<file path="config.mk">
export PLATFORM = sky130hd
export DESIGN_NAME = dhcp_option_parser_unit_flat
export DESIGN_NICKNAME = d
export VERILOG_FILES = /design/src/hdl/dop_pkg.sv /design/src/hdl/dop_if.sv /design/src/hdl/dop_in_reg.sv /design/src/hdl/dop_parser.sv /design/src/hdl/dop_out_reg.sv /design/src/hdl/dhcp_option_parser_unit.sv /design/src/flat_wrapper.sv
export SDC_FILE = /design/constraint.sdc
export NUM_CORES = 1
export LEC_CHECK = 0
export ABC_AREA = 0
export BUFFER_PORTS_ARGS = -buffer_cell sky130_fd_sc_hd__buf_2
export CAP_MARGIN = 0
export CORE_MARGIN = 2
export CORE_UTILIZATION = 60
export CTS_BUF_LIST = sky130_fd_sc_hd__clkbuf_8
export DETAILED_ROUTE_END_ITERATION = 6
export PLACE_DENSITY = 0.92
export SYNTH_ARGS = -nofsm -noshare
export SYNTH_HDL_FRONTEND = slang
export SYNTH_SLANG_ARGS = --single-unit
</file>
<file path="constraint.sdc">
create_clock -name i_clk -period 27.9 [get_ports i_clk]
set_input_delay 5.58 -clock i_clk [delete_from_list [all_inputs] [get_ports i_clk]]
set_output_delay 5.58 -clock i_clk [all_outputs]
set_load 0.01 [all_outputs]
</file>
<file path="src/hdl/dop_pkg.sv">
// Shared types and constants for the DHCP option parser.
package dop_pkg;

    typedef struct packed {
        logic [7:0] option_byte;
        logic       first_byte;
        logic       last_byte;
    } t_item;

    typedef struct packed {
        logic        type_matched;
        logic [31:0] net_mask;
        logic [31:0] router_addr;
        logic [31:0] dns_server;
        logic [31:0] lease_seconds;
        logic [1:0]  end_cause;
    } t_result;

    // end causes
    localparam logic [1:0] CAUSE_END      = 2'd0;
    localparam logic [1:0] CAUSE_ZERO_LEN = 2'd1;
    localparam logic [1:0] CAUSE_NO_TERM  = 2'd2;

    // option codes
    localparam logic [7:0] OPT_MASK     = 8'd1;
    localparam logic [7:0] OPT_ROUTER   = 8'd3;
    localparam logic [7:0] OPT_DNS      = 8'd6;
    localparam logic [7:0] OPT_LEASE    = 8'd51;
    localparam logic [7:0] OPT_MSG_TYPE = 8'd53;
    localparam logic [7:0] OPT_END      = 8'd255;

    localparam logic [7:0] MSG_TYPE_LEN = 8'd1;
    localparam logic [7:0] CAPTURE_LEN  = 8'd4;
    localparam logic [1:0] COOKIE_LAST  = 2'd3;

    localparam logic [7:0] EXPECTED_TYPE_RST = 8'd2;

endpackage

</file>
<file path="src/hdl/dop_if.sv">
// Channel interfaces: option byte input, result output, configuration write.
interface dop_in_if;
    logic       valid;
    logic       ready;
    logic [7:0] option_byte;
    logic       first_byte;
    logic       last_byte;

    modport source (output valid, output option_byte, output first_byte,
                    output last_byte, input ready);
    modport sink   (input valid, input option_byte, input first_byte,
                    input last_byte, output ready);
endinterface

interface dop_out_if;
    logic        valid;
    logic        ready;
    logic        type_matched;
    logic [31:0] net_mask;
    logic [31:0] router_addr;
    logic [31:0] dns_server;
    logic [31:0] lease_seconds;
    logic [1:0]  end_cause;

    modport source (output valid, output type_matched, output net_mask,
                    output router_addr, output dns_server, output lease_seconds,
                    output end_cause, input ready);
    modport sink   (input valid, input type_matched, input net_mask,
                    input router_addr, input dns_server, input lease_seconds,
                    input end_cause, output ready);
endinterface

interface dop_cfg_if;
    logic       valid;
    logic       ready;
    logic [7:0] expected_type;

    modport source (output valid, output expected_type, input ready);
    modport sink   (input valid, input expected_type, output ready);
endinterface

</file>
<file path="src/hdl/dop_in_reg.sv">
// Input register holding one accepted option byte request.
module dop_in_reg
    import dop_pkg::*;
(
    input  logic  i_clk,
    input  logic  i_rst_n,
    input  logic  i_load,
    input  logic  i_drain,
    input  t_item i_item,
    output logic  o_valid,
    output t_item o_item
);

    logic  r_valid;
    t_item r_item;

    always_ff @(posedge i_clk) begin
        if (!i_rst_n) begin
            r_valid <= 1'b0;
        end else if (i_load) begin
            r_valid <= 1'b1;
        end else if (i_drain) begin
            r_valid <= 1'b0;
        end
    end

    always_ff @(posedge i_clk) begin
        if (i_load) begin
            r_item <= i_item;
        end
    end

    assign o_valid = r_valid;
    assign o_item  = r_item;

endmodule

</file>
<file path="src/hdl/dop_parser.sv">
// Option walker: parse state, captured values and per-byte result.
module dop_parser
    import dop_pkg::*;
(
    input  logic       i_clk,
    input  logic       i_rst_n,
    input  logic       i_step,
    input  t_item      i_item,
    input  logic [7:0] i_expected_type,
    output logic       o_emit,
    output t_result    o_result
);

    typedef enum logic [2:0] {
        PH_IDLE,
        PH_COOKIE,
        PH_CODE,
        PH_LEN,
        PH_VALUE
    } t_phase;

    t_phase      r_phase,  n_phase;
    logic [1:0]  r_cookie, n_cookie;
    logic [7:0]  r_code,   n_code;
    logic [7:0]  r_len,    n_len;
    logic [7:0]  r_left,   n_left;
    logic [31:0] r_shift,  n_shift;
    logic        r_valid,  n_valid;
    logic [31:0] r_mask,   n_mask;
    logic [31:0] r_router, n_router;
    logic [31:0] r_dns,    n_dns;
    logic [31:0] r_lease,  n_lease;
    logic        emit;
    logic [1:0]  cause;
    logic [7:0]  b;

    assign b = i_item.option_byte;

    always_comb begin
        n_phase  = r_phase;
        n_cookie = r_cookie;
        n_code   = r_code;
        n_len    = r_len;
        n_left   = r_left;
        n_shift  = r_shift;
        n_valid  = r_valid;
        n_mask   = r_mask;
        n_router = r_router;
        n_dns    = r_dns;
        n_lease  = r_lease;
        emit     = 1'b0;
        cause    = CAUSE_END;

        if (i_item.first_byte) begin
            n_phase  = PH_COOKIE;
            n_cookie = 2'd1;
            n_valid  = 1'b0;
            n_code   = '0;
            n_len    = '0;
            n_left   = '0;
            n_shift  = '0;
        end else begin
            unique case (r_phase)
                PH_IDLE: begin
                end
                PH_COOKIE: begin
                    if (r_cookie == COOKIE_LAST) begin
                        n_cookie = '0;
                        n_phase  = PH_CODE;
                    end else begin
                        n_cookie = r_cookie + 2'd1;
                    end
                end
                PH_CODE: begin
                    if (b == OPT_END) begin
                        emit    = 1'b1;
                        cause   = CAUSE_END;
                        n_phase = PH_IDLE;
                    end else begin
                        n_code  = b;
                        n_phase = PH_LEN;
                    end
                end
                PH_LEN: begin
                    if (b == 8'd0) begin
                        emit    = 1'b1;
                        cause   = CAUSE_ZERO_LEN;
                        n_phase = PH_IDLE;
                    end else begin
                        n_len   = b;
                        n_left  = b;
                        n_shift = '0;
                        n_phase = PH_VALUE;
                    end
                end
                PH_VALUE: begin
                    n_shift = {r_shift[23:0], b};
                    n_left  = r_left - 8'd1;
                    if (r_left == 8'd1) begin
                        n_phase = PH_CODE;
                        if (r_code == OPT_MSG_TYPE && r_len == MSG_TYPE_LEN) begin
                            if (b == i_expected_type) begin
                                n_valid = 1'b1;
                            end
                        end else if (r_len == CAPTURE_LEN) begin
                            priority if (r_code == OPT_MASK) begin
                                n_mask = n_shift;
                            end else if (r_code == OPT_ROUTER) begin
                                n_router = n_shift;
                            end else if (r_code == OPT_DNS) begin
                                n_dns = n_shift;
                            end else if (r_code == OPT_LEASE) begin
                                n_lease = n_shift;
                            end
                        end
                    end
                end
                default: begin
                end
            endcase
        end

        // buffer ran out with the message still open
        if (!emit && i_item.last_byte && n_phase != PH_IDLE) begin
            emit    = 1'b1;
            cause   = CAUSE_NO_TERM;
            n_phase = PH_IDLE;
        end
    end

    always_ff @(posedge i_clk) begin
        if (!i_rst_n) begin
            r_phase  <= PH_IDLE;
            r_cookie <= '0;
            r_code   <= '0;
            r_len    <= '0;
            r_left   <= '0;
            r_shift  <= '0;
            r_valid  <= 1'b0;
            r_mask   <= '0;
            r_router <= '0;
            r_dns    <= '0;
            r_lease  <= '0;
        end else if (i_step) begin
            r_phase  <= n_phase;
            r_cookie <= n_cookie;
            r_code   <= n_code;
            r_len    <= n_len;
            r_left   <= n_left;
            r_shift  <= n_shift;
            r_valid  <= n_valid;
            r_mask   <= n_mask;
            r_router <= n_router;
            r_dns    <= n_dns;
            r_lease  <= n_lease;
        end
    end

    assign o_emit                 = emit;
    assign o_result.type_matched  = n_valid;
    assign o_result.net_mask      = n_mask;
    assign o_result.router_addr   = n_router;
    assign o_result.dns_server    = n_dns;
    assign o_result.lease_seconds = n_lease;
    assign o_result.end_cause     = cause;

endmodule

</file>
<file path="src/hdl/dop_out_reg.sv">
// Result register between the parser and the output channel.
module dop_out_reg
    import dop_pkg::*;
(
    input  logic    i_clk,
    input  logic    i_rst_n,
    input  logic    i_load,
    input  logic    i_ready,
    input  t_result i_result,
    output logic    o_valid,
    output t_result o_result
);

    logic    r_valid;
    t_result r_result;

    always_ff @(posedge i_clk) begin
        if (!i_rst_n) begin
            r_valid <= 1'b0;
        end else if (i_load) begin
            r_valid <= 1'b1;
        end else if (i_ready) begin
            r_valid <= 1'b0;
        end
    end

    always_ff @(posedge i_clk) begin
        if (i_load) begin
            r_result <= i_result;
        end
    end

    assign o_valid  = r_valid;
    assign o_result = r_result;

endmodule

</file>
<file path="src/hdl/dhcp_option_parser_unit.sv">
// Top level of the DHCP option parser: byte-serial option walk with one result per message.
// A message's result shows once its last byte has passed the input and result registers.
// Throughput: one option byte request per cycle while no result stalls; the input register
//   and result register let a new byte enter while an earlier result waits to be taken.
// Reset (i_rst_n, synchronous, active low): parser idle, valid flag and captured
//   values zero, expected type 2, both pipeline registers empty.
module dhcp_option_parser_unit
    import dop_pkg::*;
(
    input  logic   i_clk,
    input  logic   i_rst_n,
    dop_in_if.sink     i_in,
    dop_cfg_if.sink    i_cfg,
    dop_out_if.source  o_out
);

    // configuration: expected message type, writable at any time
    logic [7:0] r_expected_type;

    always_ff @(posedge i_clk) begin
        if (!i_rst_n) begin
            r_expected_type <= EXPECTED_TYPE_RST;
        end else if (i_cfg.valid) begin
            r_expected_type <= i_cfg.expected_type;
        end
    end

    assign i_cfg.ready = 1'b1;

    // pipeline handshake
    logic    in_accept;
    logic    stage_valid;
    t_item   in_item;
    t_item   stage_item;
    logic    advance;
    logic    emit;
    t_result result;
    logic    out_valid;
    t_result out_result;

    assign in_item.option_byte = i_in.option_byte;
    assign in_item.first_byte  = i_in.first_byte;
    assign in_item.last_byte   = i_in.last_byte;

    // the staged byte moves on whenever the result register can take a result
    assign advance   = stage_valid && (!out_valid || o_out.ready);
    assign i_in.ready = !stage_valid || advance;
    assign in_accept = i_in.valid && i_in.ready;

    dop_in_reg u_in_reg (
        .i_clk   (i_clk),
        .i_rst_n (i_rst_n),
        .i_load  (in_accept),
        .i_drain (advance),
        .i_item  (in_item),
        .o_valid (stage_valid),
        .o_item  (stage_item)
    );

    // parser state steps once per staged byte
    dop_parser u_parser (
        .i_clk           (i_clk),
        .i_rst_n         (i_rst_n),
        .i_step          (advance),
        .i_item          (stage_item),
        .i_expected_type (r_expected_type),
        .o_emit          (emit),
        .o_result        (result)
    );

    dop_out_reg u_out_reg (
        .i_clk    (i_clk),
        .i_rst_n  (i_rst_n),
        .i_load   (advance && emit),
        .i_ready  (o_out.ready),
        .i_result (result),
        .o_valid  (out_valid),
        .o_result (out_result)
    );

    assign o_out.valid         = out_valid;
    assign o_out.type_matched  = out_result.type_matched;
    assign o_out.net_mask      = out_result.net_mask;
    assign o_out.router_addr   = out_result.router_addr;
    assign o_out.dns_server    = out_result.dns_server;
    assign o_out.lease_seconds = out_result.lease_seconds;
    assign o_out.end_cause     = out_result.end_cause;

`ifndef ASSERT_OFF
    // a one-byte message always closes as unterminated
    a_first_last_no_term: assert property (@(posedge i_clk) disable iff (!i_rst_n)
        advance && stage_item.first_byte && stage_item.last_byte
        |=> out_valid && out_result.end_cause == CAUSE_NO_TERM)
        else $error("first+last byte did not give an unterminated result");

    // no unused cause code ever leaves the block
    a_cause_legal: assert property (@(posedge i_clk) disable iff (!i_rst_n)
        out_valid |-> (out_result.end_cause == CAUSE_END ||
                       out_result.end_cause == CAUSE_ZERO_LEN ||
                       out_result.end_cause == CAUSE_NO_TERM))
        else $error("illegal end cause");

    // an empty input stage must take requests
    a_empty_stage_ready: assert property (@(posedge i_clk) disable iff (!i_rst_n)
        !stage_valid |-> i_in.ready)
        else $error("input stalled while stage empty");

    // a waiting result is never overwritten
    a_no_overwrite: assert property (@(posedge i_clk) disable iff (!i_rst_n)
        out_valid && !o_out.ready |-> !advance)
        else $error("result overwritten while stalled");
`endif

endmodule
</file>
<file path="src/flat_wrapper.sv">
// flat-port wrapper written by rule: the top's interface ports become plain ports
module dhcp_option_parser_unit_flat import dop_pkg::*;
  (i_clk, i_rst_n, i_in_valid, i_in_option_byte, i_in_first_byte, i_in_last_byte, i_in_ready, i_cfg_valid, i_cfg_expected_type, i_cfg_ready, o_out_valid, o_out_type_matched, o_out_net_mask, o_out_router_addr, o_out_dns_server, o_out_lease_seconds, o_out_end_cause, o_out_ready);
  dop_in_if i_in_i ();
  dop_cfg_if i_cfg_i ();
  dop_out_if o_out_i ();
  input  logic i_clk;
  input  logic i_rst_n;
  input wire logic [$bits(i_in_i.valid)-1:0] i_in_valid;
  input wire logic [$bits(i_in_i.option_byte)-1:0] i_in_option_byte;
  input wire logic [$bits(i_in_i.first_byte)-1:0] i_in_first_byte;
  input wire logic [$bits(i_in_i.last_byte)-1:0] i_in_last_byte;
  output wire logic [$bits(i_in_i.ready)-1:0] i_in_ready;
  input wire logic [$bits(i_cfg_i.valid)-1:0] i_cfg_valid;
  input wire logic [$bits(i_cfg_i.expected_type)-1:0] i_cfg_expected_type;
  output wire logic [$bits(i_cfg_i.ready)-1:0] i_cfg_ready;
  output wire logic [$bits(o_out_i.valid)-1:0] o_out_valid;
  output wire logic [$bits(o_out_i.type_matched)-1:0] o_out_type_matched;
  output wire logic [$bits(o_out_i.net_mask)-1:0] o_out_net_mask;
  output wire logic [$bits(o_out_i.router_addr)-1:0] o_out_router_addr;
  output wire logic [$bits(o_out_i.dns_server)-1:0] o_out_dns_server;
  output wire logic [$bits(o_out_i.lease_seconds)-1:0] o_out_lease_seconds;
  output wire logic [$bits(o_out_i.end_cause)-1:0] o_out_end_cause;
  input wire logic [$bits(o_out_i.ready)-1:0] o_out_ready;
  assign i_in_i.valid = i_in_valid;
  assign i_in_i.option_byte = i_in_option_byte;
  assign i_in_i.first_byte = i_in_first_byte;
  assign i_in_i.last_byte = i_in_last_byte;
  assign i_in_ready = i_in_i.ready;
  assign i_cfg_i.valid = i_cfg_valid;
  assign i_cfg_i.expected_type = i_cfg_expected_type;
  assign i_cfg_ready = i_cfg_i.ready;
  assign o_out_valid = o_out_i.valid;
  assign o_out_type_matched = o_out_i.type_matched;
  assign o_out_net_mask = o_out_i.net_mask;
  assign o_out_router_addr = o_out_i.router_addr;
  assign o_out_dns_server = o_out_i.dns_server;
  assign o_out_lease_seconds = o_out_i.lease_seconds;
  assign o_out_end_cause = o_out_i.end_cause;
  assign o_out_i.ready = o_out_ready;
  dhcp_option_parser_unit u_core (.i_clk(i_clk), .i_rst_n(i_rst_n), .i_in(i_in_i), .i_cfg(i_cfg_i), .o_out(o_out_i));
endmodule
</file>
Word level (Yosys, flattened, before mapping)
Index checks and enable logic that the tools add are counted.
{"block": "word_totals", "regBits": 333, "in_bits": 23, "wordCells": 135, "output_inout_bits": 134}
{"block": "classes", "eq_ne": 18, "bitwise": 1, "add_sub_neg": 2, "muxes": 66, "reduce_logical": 24}
{"operator": "$mux W32", "n": 30}
{"operator": "$mux W8", "n": 7}
{"operator": "$mux W24", "n": 2}
{"operator": "$pmux W24 S2", "n": 1}
{"operator": "$eq A8 B1 Y1 const B", "n": 3}
{"operator": "$eq A8 B3 Y1 const B", "n": 2}
{"operator": "$eq A8 B6 Y1 const B", "n": 2}
{"operator": "$pmux W8 S2", "n": 1}
{"operator": "$mux W3", "n": 5}
{"operator": "$mux W1", "n": 14}
{"operator": "$pmux W3 S4", "n": 1}
{"operator": "$reduce_bool A2 Y1", "n": 5}
{"operator": "$reduce_and A3 Y1", "n": 3}
{"operator": "$eq A8 B2 Y1 const B", "n": 1}
{"operator": "$eq A8 B8 Y1", "n": 1}
{"operator": "$eq A8 B8 Y1 const B", "n": 1}
{"operator": "$logic_not A8 Y1", "n": 1}
{"operator": "$mux W2", "n": 4}
{"operator": "$sub A8 B1 Y8 const B", "n": 1}
{"operator": "$eq A3 B2 Y1 const B", "n": 2}
{"operator": "$logic_and A1 B1 Y1", "n": 6}
{"operator": "$reduce_bool A3 Y1", "n": 2}
{"operator": "$ne A2 B1 Y1 const B", "n": 2}
{"operator": "$eq A3 B1 Y1 const B", "n": 1}
{"operator": "other kinds (10)", "n": 13}

Logic depth before layout (Yosys ltp)
{"block": "logic_depth", "word_depth": 10, "mapped_depth": 9}

Cells and area by module
Synthesis repeated with hierarchy kept, for this count alone.
{"block": "unflattened", "hier_cells": 1206, "area_unflattened_um2": 13984.7}
{"module": "dop_parser", "n_inst": 1, "seq_area_each_um2": 3643.5, "cells_per_inst": 1027, "area_each_um2": 9325.2}
{"module": "dop_out_reg", "n_inst": 1, "seq_area_each_um2": 3953.8, "cells_per_inst": 134, "area_each_um2": 3975.1}
{"module": "dhcp_option_parser_unit", "n_inst": 1, "seq_area_each_um2": 160.2, "cells_per_inst": 32, "area_each_um2": 342.8}
{"module": "dop_in_reg", "n_inst": 1, "seq_area_each_um2": 320.3, "cells_per_inst": 13, "area_each_um2": 341.6}

Least setup slack after synthesis
OpenSTA, ideal clock, no wires.
{"block": "synth_timing", "path_type": "input to register", "startpoint": "input port o_out_ready", "endpoint": "register u_core.u_out_reg.r_result, in the netlist u_core.u_out_reg.o_result[0], enable pin", "arrival_time_ps": 14961, "t_required_ps": 27119, "path_slack_ps": 12157, "setup_ps": 781, "stages": 4, "path_cell_list": "nor2b_1 -> nand2b_1 -> clkbuf_1 -> nor3_1"}
{"block": "synth_via", "elab_chain_cells": 3}
{"element": "start: declaration", "line_no": "flat_wrapper.sv:24", "text": "input wire logic [$bits(o_out_i.ready)-1:0] o_out_ready;"}
{"element": "$logic_or A1 B1 Y1", "line_no": "dhcp_option_parser_unit.sv:46", "text": "assign advance = stage_valid && (!out_valid || o_out.ready);"}
{"element": "$logic_and A1 B1 Y1", "line_no": "dhcp_option_parser_unit.sv:46"}
{"element": "$logic_and A1 B1 Y1", "line_no": "dhcp_option_parser_unit.sv:74", "text": ".i_load (advance && emit),"}
{"element": "named net u_core.u_out_reg.i_load", "line_no": "dop_out_reg.sv:7", "text": "input logic i_load,"}
{"element": "end signal: assignment", "line_no": "dop_out_reg.sv:29", "text": "r_result <= i_result;"}
{"element": "end: declaration", "line_no": "dop_out_reg.sv:15", "text": "t_result r_result;"}
The timed path passes the listed nets, and every way through them passes these cells.
A chain may end at the register's enable or synchronous reset.

Worst setup path after layout
{"block": "layout_timing", "startpoint": "input port o_out_ready", "endpoint": "output port i_in_ready"}
{"block": "layout_via", "elab_chain_cells": 3}
{"element": "$logic_or A1 B1 Y1", "line_no": "dhcp_option_parser_unit.sv:46"}
{"element": "$logic_and A1 B1 Y1", "line_no": "dhcp_option_parser_unit.sv:46"}
{"element": "$logic_or A1 B1 Y1", "line_no": "dhcp_option_parser_unit.sv:47", "text": "assign i_in.ready = !stage_valid || advance;"}
{"element": "end: declaration", "line_no": "flat_wrapper.sv:13", "text": "output wire logic [$bits(i_in_i.ready)-1:0] i_in_ready;"}
Every way passes these cells.

==> metrics.cfg <==
[status]
status = complete, no violations

[detailed_routing]
drt_first_iter_violations = 1031
wirelength_mm = 29.8
routedWlPerCell_um = 18.4
first_pass_iters = 6
drc = 0
viasPerCell = 5.82
vias = 9427
ant_nets = 0

[grt]
antenna_found_initial = 0
grt_max_degree = 119
grt_pass1_vias = 9082
grt_use_total_pct = 24.6
grt_pass1_wl_mm = 47.0
grt_overflow = 0

[pwr]
p_comb_share_pct = 3.2
p_seq_share_pct = 55.6
p_leak_nw = 5.49
power.density_nw_per_um2 = 61.2
clkPwrFrac_pct = 41.2
netSwitchingFraction_pct = 22.6
ir_drop_v = 0.0000400
power_mw = 0.936
switching_power_mw = 0.211
p_int_mw = 0.724

[clock_network]
worstSkewPairLatency_ps = 580
cts_tree = done
cts_root_buf = clkbuf_8
cts_resized = 0
clk_pin_slew_ps = 60
clk_path_buf_depth = 3
cts_sinks = 333
postCtsHoldBufs = 0
htree_levels = 2
cts_buffers = 50
post-cts-setup-buffers = 0

[logic_synthesis]
synth_top_area_share_pct = 31.5
synth.most_common_cell = dfxtp_1
yosys_warnings = 0
postSynthAreaPerCell_um2 = 11.4
synth.net_count = 1206
synth_cell_type_count = 56
synth_compound_area_share_pct = 5.76
yosys.area.top_type = edfxtp_1
synth-simple-area-share_pct = 12.3
ys_ff_latch = 333
synth_fa_ha_area_share_pct = 0.279
synth_top_family_by_area = multiplexers
synth_xor_area_share_pct = 0.651
seq_area_frac_synth_pct = 60.1
synth_cells = 1180
synth_commonest_cells = 192 x dfxtp_1, 169 x nand2_1, 141 x edfxtp_1, 116 x nor2_1, 97 x a21oi_1
synth_ff_type = dfxtp_1
synth_edf_count = 141
synth_area_leaders = edfxtp_1 31%, dfxtp_1 29%, mux2i_1 6.6%, mux2_2 6.5%, nand2_1 4.7%
synth.mux.area_fraction_pct = 17.4
synth_area_um2 = 13400
ys_async_sr_fraction_pct = 0

[worst_setup_path]
setup.worst_path.start_class = primary input
slowest_stage = nor2b_1
crit_required_ps = 22320
cp.arrival_ps = 6190
crit_type = in2out
crit_family = simple AND/OR/NAND/NOR gates
crit_path_end_kind = primary output
path_max_fanout = 5
cp_num_buf_inv = 2
cpMostUsedCell = buf_2
cpPeakStageDelay_ps = 250
cp_cell_sequence = buf_2 > nor2b_1 > nand2_1 > buf_2

[timing]
worst_pin_slew_ps = 1240
final_hold_viol_count = 0
max_freq_ghz = 0.0850
period_share_pct = 42.2
slew_headroom_pct = 17.1
rsz0062_at_grt = no
finalClockSkew_ps = 26.1
setup_violations = 0
finalMaxSlewViolations = 0
finalSetupTns_ps = 0
period_needed_ps = 11770

[floorplan]
die_area_um2 = 23600
die_y_um = 154
rows = 54
die_w_um = 154
core_um2 = 21900
io_pins = 157
initial_core_util_pct = 61.4

[finish]
num_antenna_cells = 0
synthToLayoutAreaGrowth_pct = 13.8
drive_gt1_share_pct = 25.4
fin_nets = 1325

[min_path]
hold_path_class = reg2reg

[placement]
globalplace.congestion = 0.883
port-buffer-count = 155
dp_hpwl_mm = 18.0

[flow_run]
maxCapViolations = 0

[per-layer routing]
metal  share of wire, %  GRT usage (%)  routed length [µm]  up-vias
met5                  0              0                   0        -
met4                3.1           9.39                 917        0
met3                7.5           4.54                2250       76
met2                 49           40.2               14500      445
met1                 41           32.9               12100     4524
li1                   -              -                   -     4382
[sequential cells by signal (all words and copies together), names as in the netlist, 10 cells and up]
| name | count |
|---|---|
| u_core.u_parser.r_router | 32 |
| u_core.u_out_reg.o_result | 131 |
| u_core.u_parser.r_dns | 32 |
| u_core.u_in_reg.o_item | 10 |
| u_core.u_parser.r_mask | 32 |
| u_core.u_parser.r_lease | 32 |
| u_core.u_parser.r_shift | 24 |
[power by group through the flow]
stage          combinational [mW]  clock (mW)  sequential [mW]
3_5_place_dp               0.0300           0            0.530
5_1_grt                    0.0327       0.412            0.520
2_1_floorplan              0.0176           0            0.532
3_3_place_gp               0.0291           0            0.530
4_1_cts                    0.0302       0.391            0.520
6_report                   0.0302       0.386            0.520
[cell type report]
type	count	area, µm²
clock buffers	58	798
flip-flops and latches	333	8080
fillers	1455	6600
repair buffers	170	888
clock inverters	36	191
multi-input cells	736	4950
well taps	280	350
inverters	8	35.0
[kinds of logic after synthesis]
logic type / count (synthesis)
simple gates: 369
flops: 333
mux: 217
compound gates: 136
buf+inv: 111
xor+xnor: 10
fa+ha+maj: 3
other cells: 1
[worst min-delay path: stages (launching register included)]
cell and delay, ps:
dfxtp_1 300, nand2_1 50, a21oi_1 50
[final timing paths]
check                                                  start                        endpoint  slack (ps)  cells after the start
worst max-delay path                             o_out_ready                      i_in_ready       16130                      4
worst min register to register  u_core.u_parser.r_router[11]    u_core.u_parser.r_router[11]         450                      2
worst min-delay path            u_core.u_parser.r_router[11]    u_core.u_parser.r_router[11]         450                      2
worst max register to register     u_core.u_in_reg.o_item[7]  u_core.u_out_reg.o_result[111]       24120                      7
[through the flow]
stage	setup WS [ps]	area (µm²)	cells	hold WS, ps	util (%)
6_report	16130	15300	1621	447	69.9
3_5_place_dp	16130	14300	1527	439	65.4
4_1_cts	16130	15300	1621	447	69.9
2_1_floorplan	12160	13400	1180	428	-
3_3_place_gp	16180	14300	1527	434	65.4
5_1_grt	16030	15300	1621	465	69.9
[cells in the final DEF (no fill, tap or decap), types with 4 or more instances in the layout]
cell	Yosys	layout
nor4_4	1	4
nor2b_1	11	11
clkinv_2	0	12
xnor2_1	5	5
buf_4	13	15
nand3_1	26	26
mux2_2	78	78
a31oi_1	4	4
o21ai_0	8	8
edfxtp_1	141	141
dfxtp_1	192	192
nand4_1	7	7
a21oi_1	97	97
mux2i_1	88	88
mux2_1	51	51
clkinv_1	1	9
buf_2	7	155
nor4_1	7	5
nor2_1	116	116
inv_1	7	18
clkbuf_8	0	58
nand2_1	169	169
xor2_1	5	5
nor3b_1	5	4
Note: power is estimated with default switching activity, not from simulation.
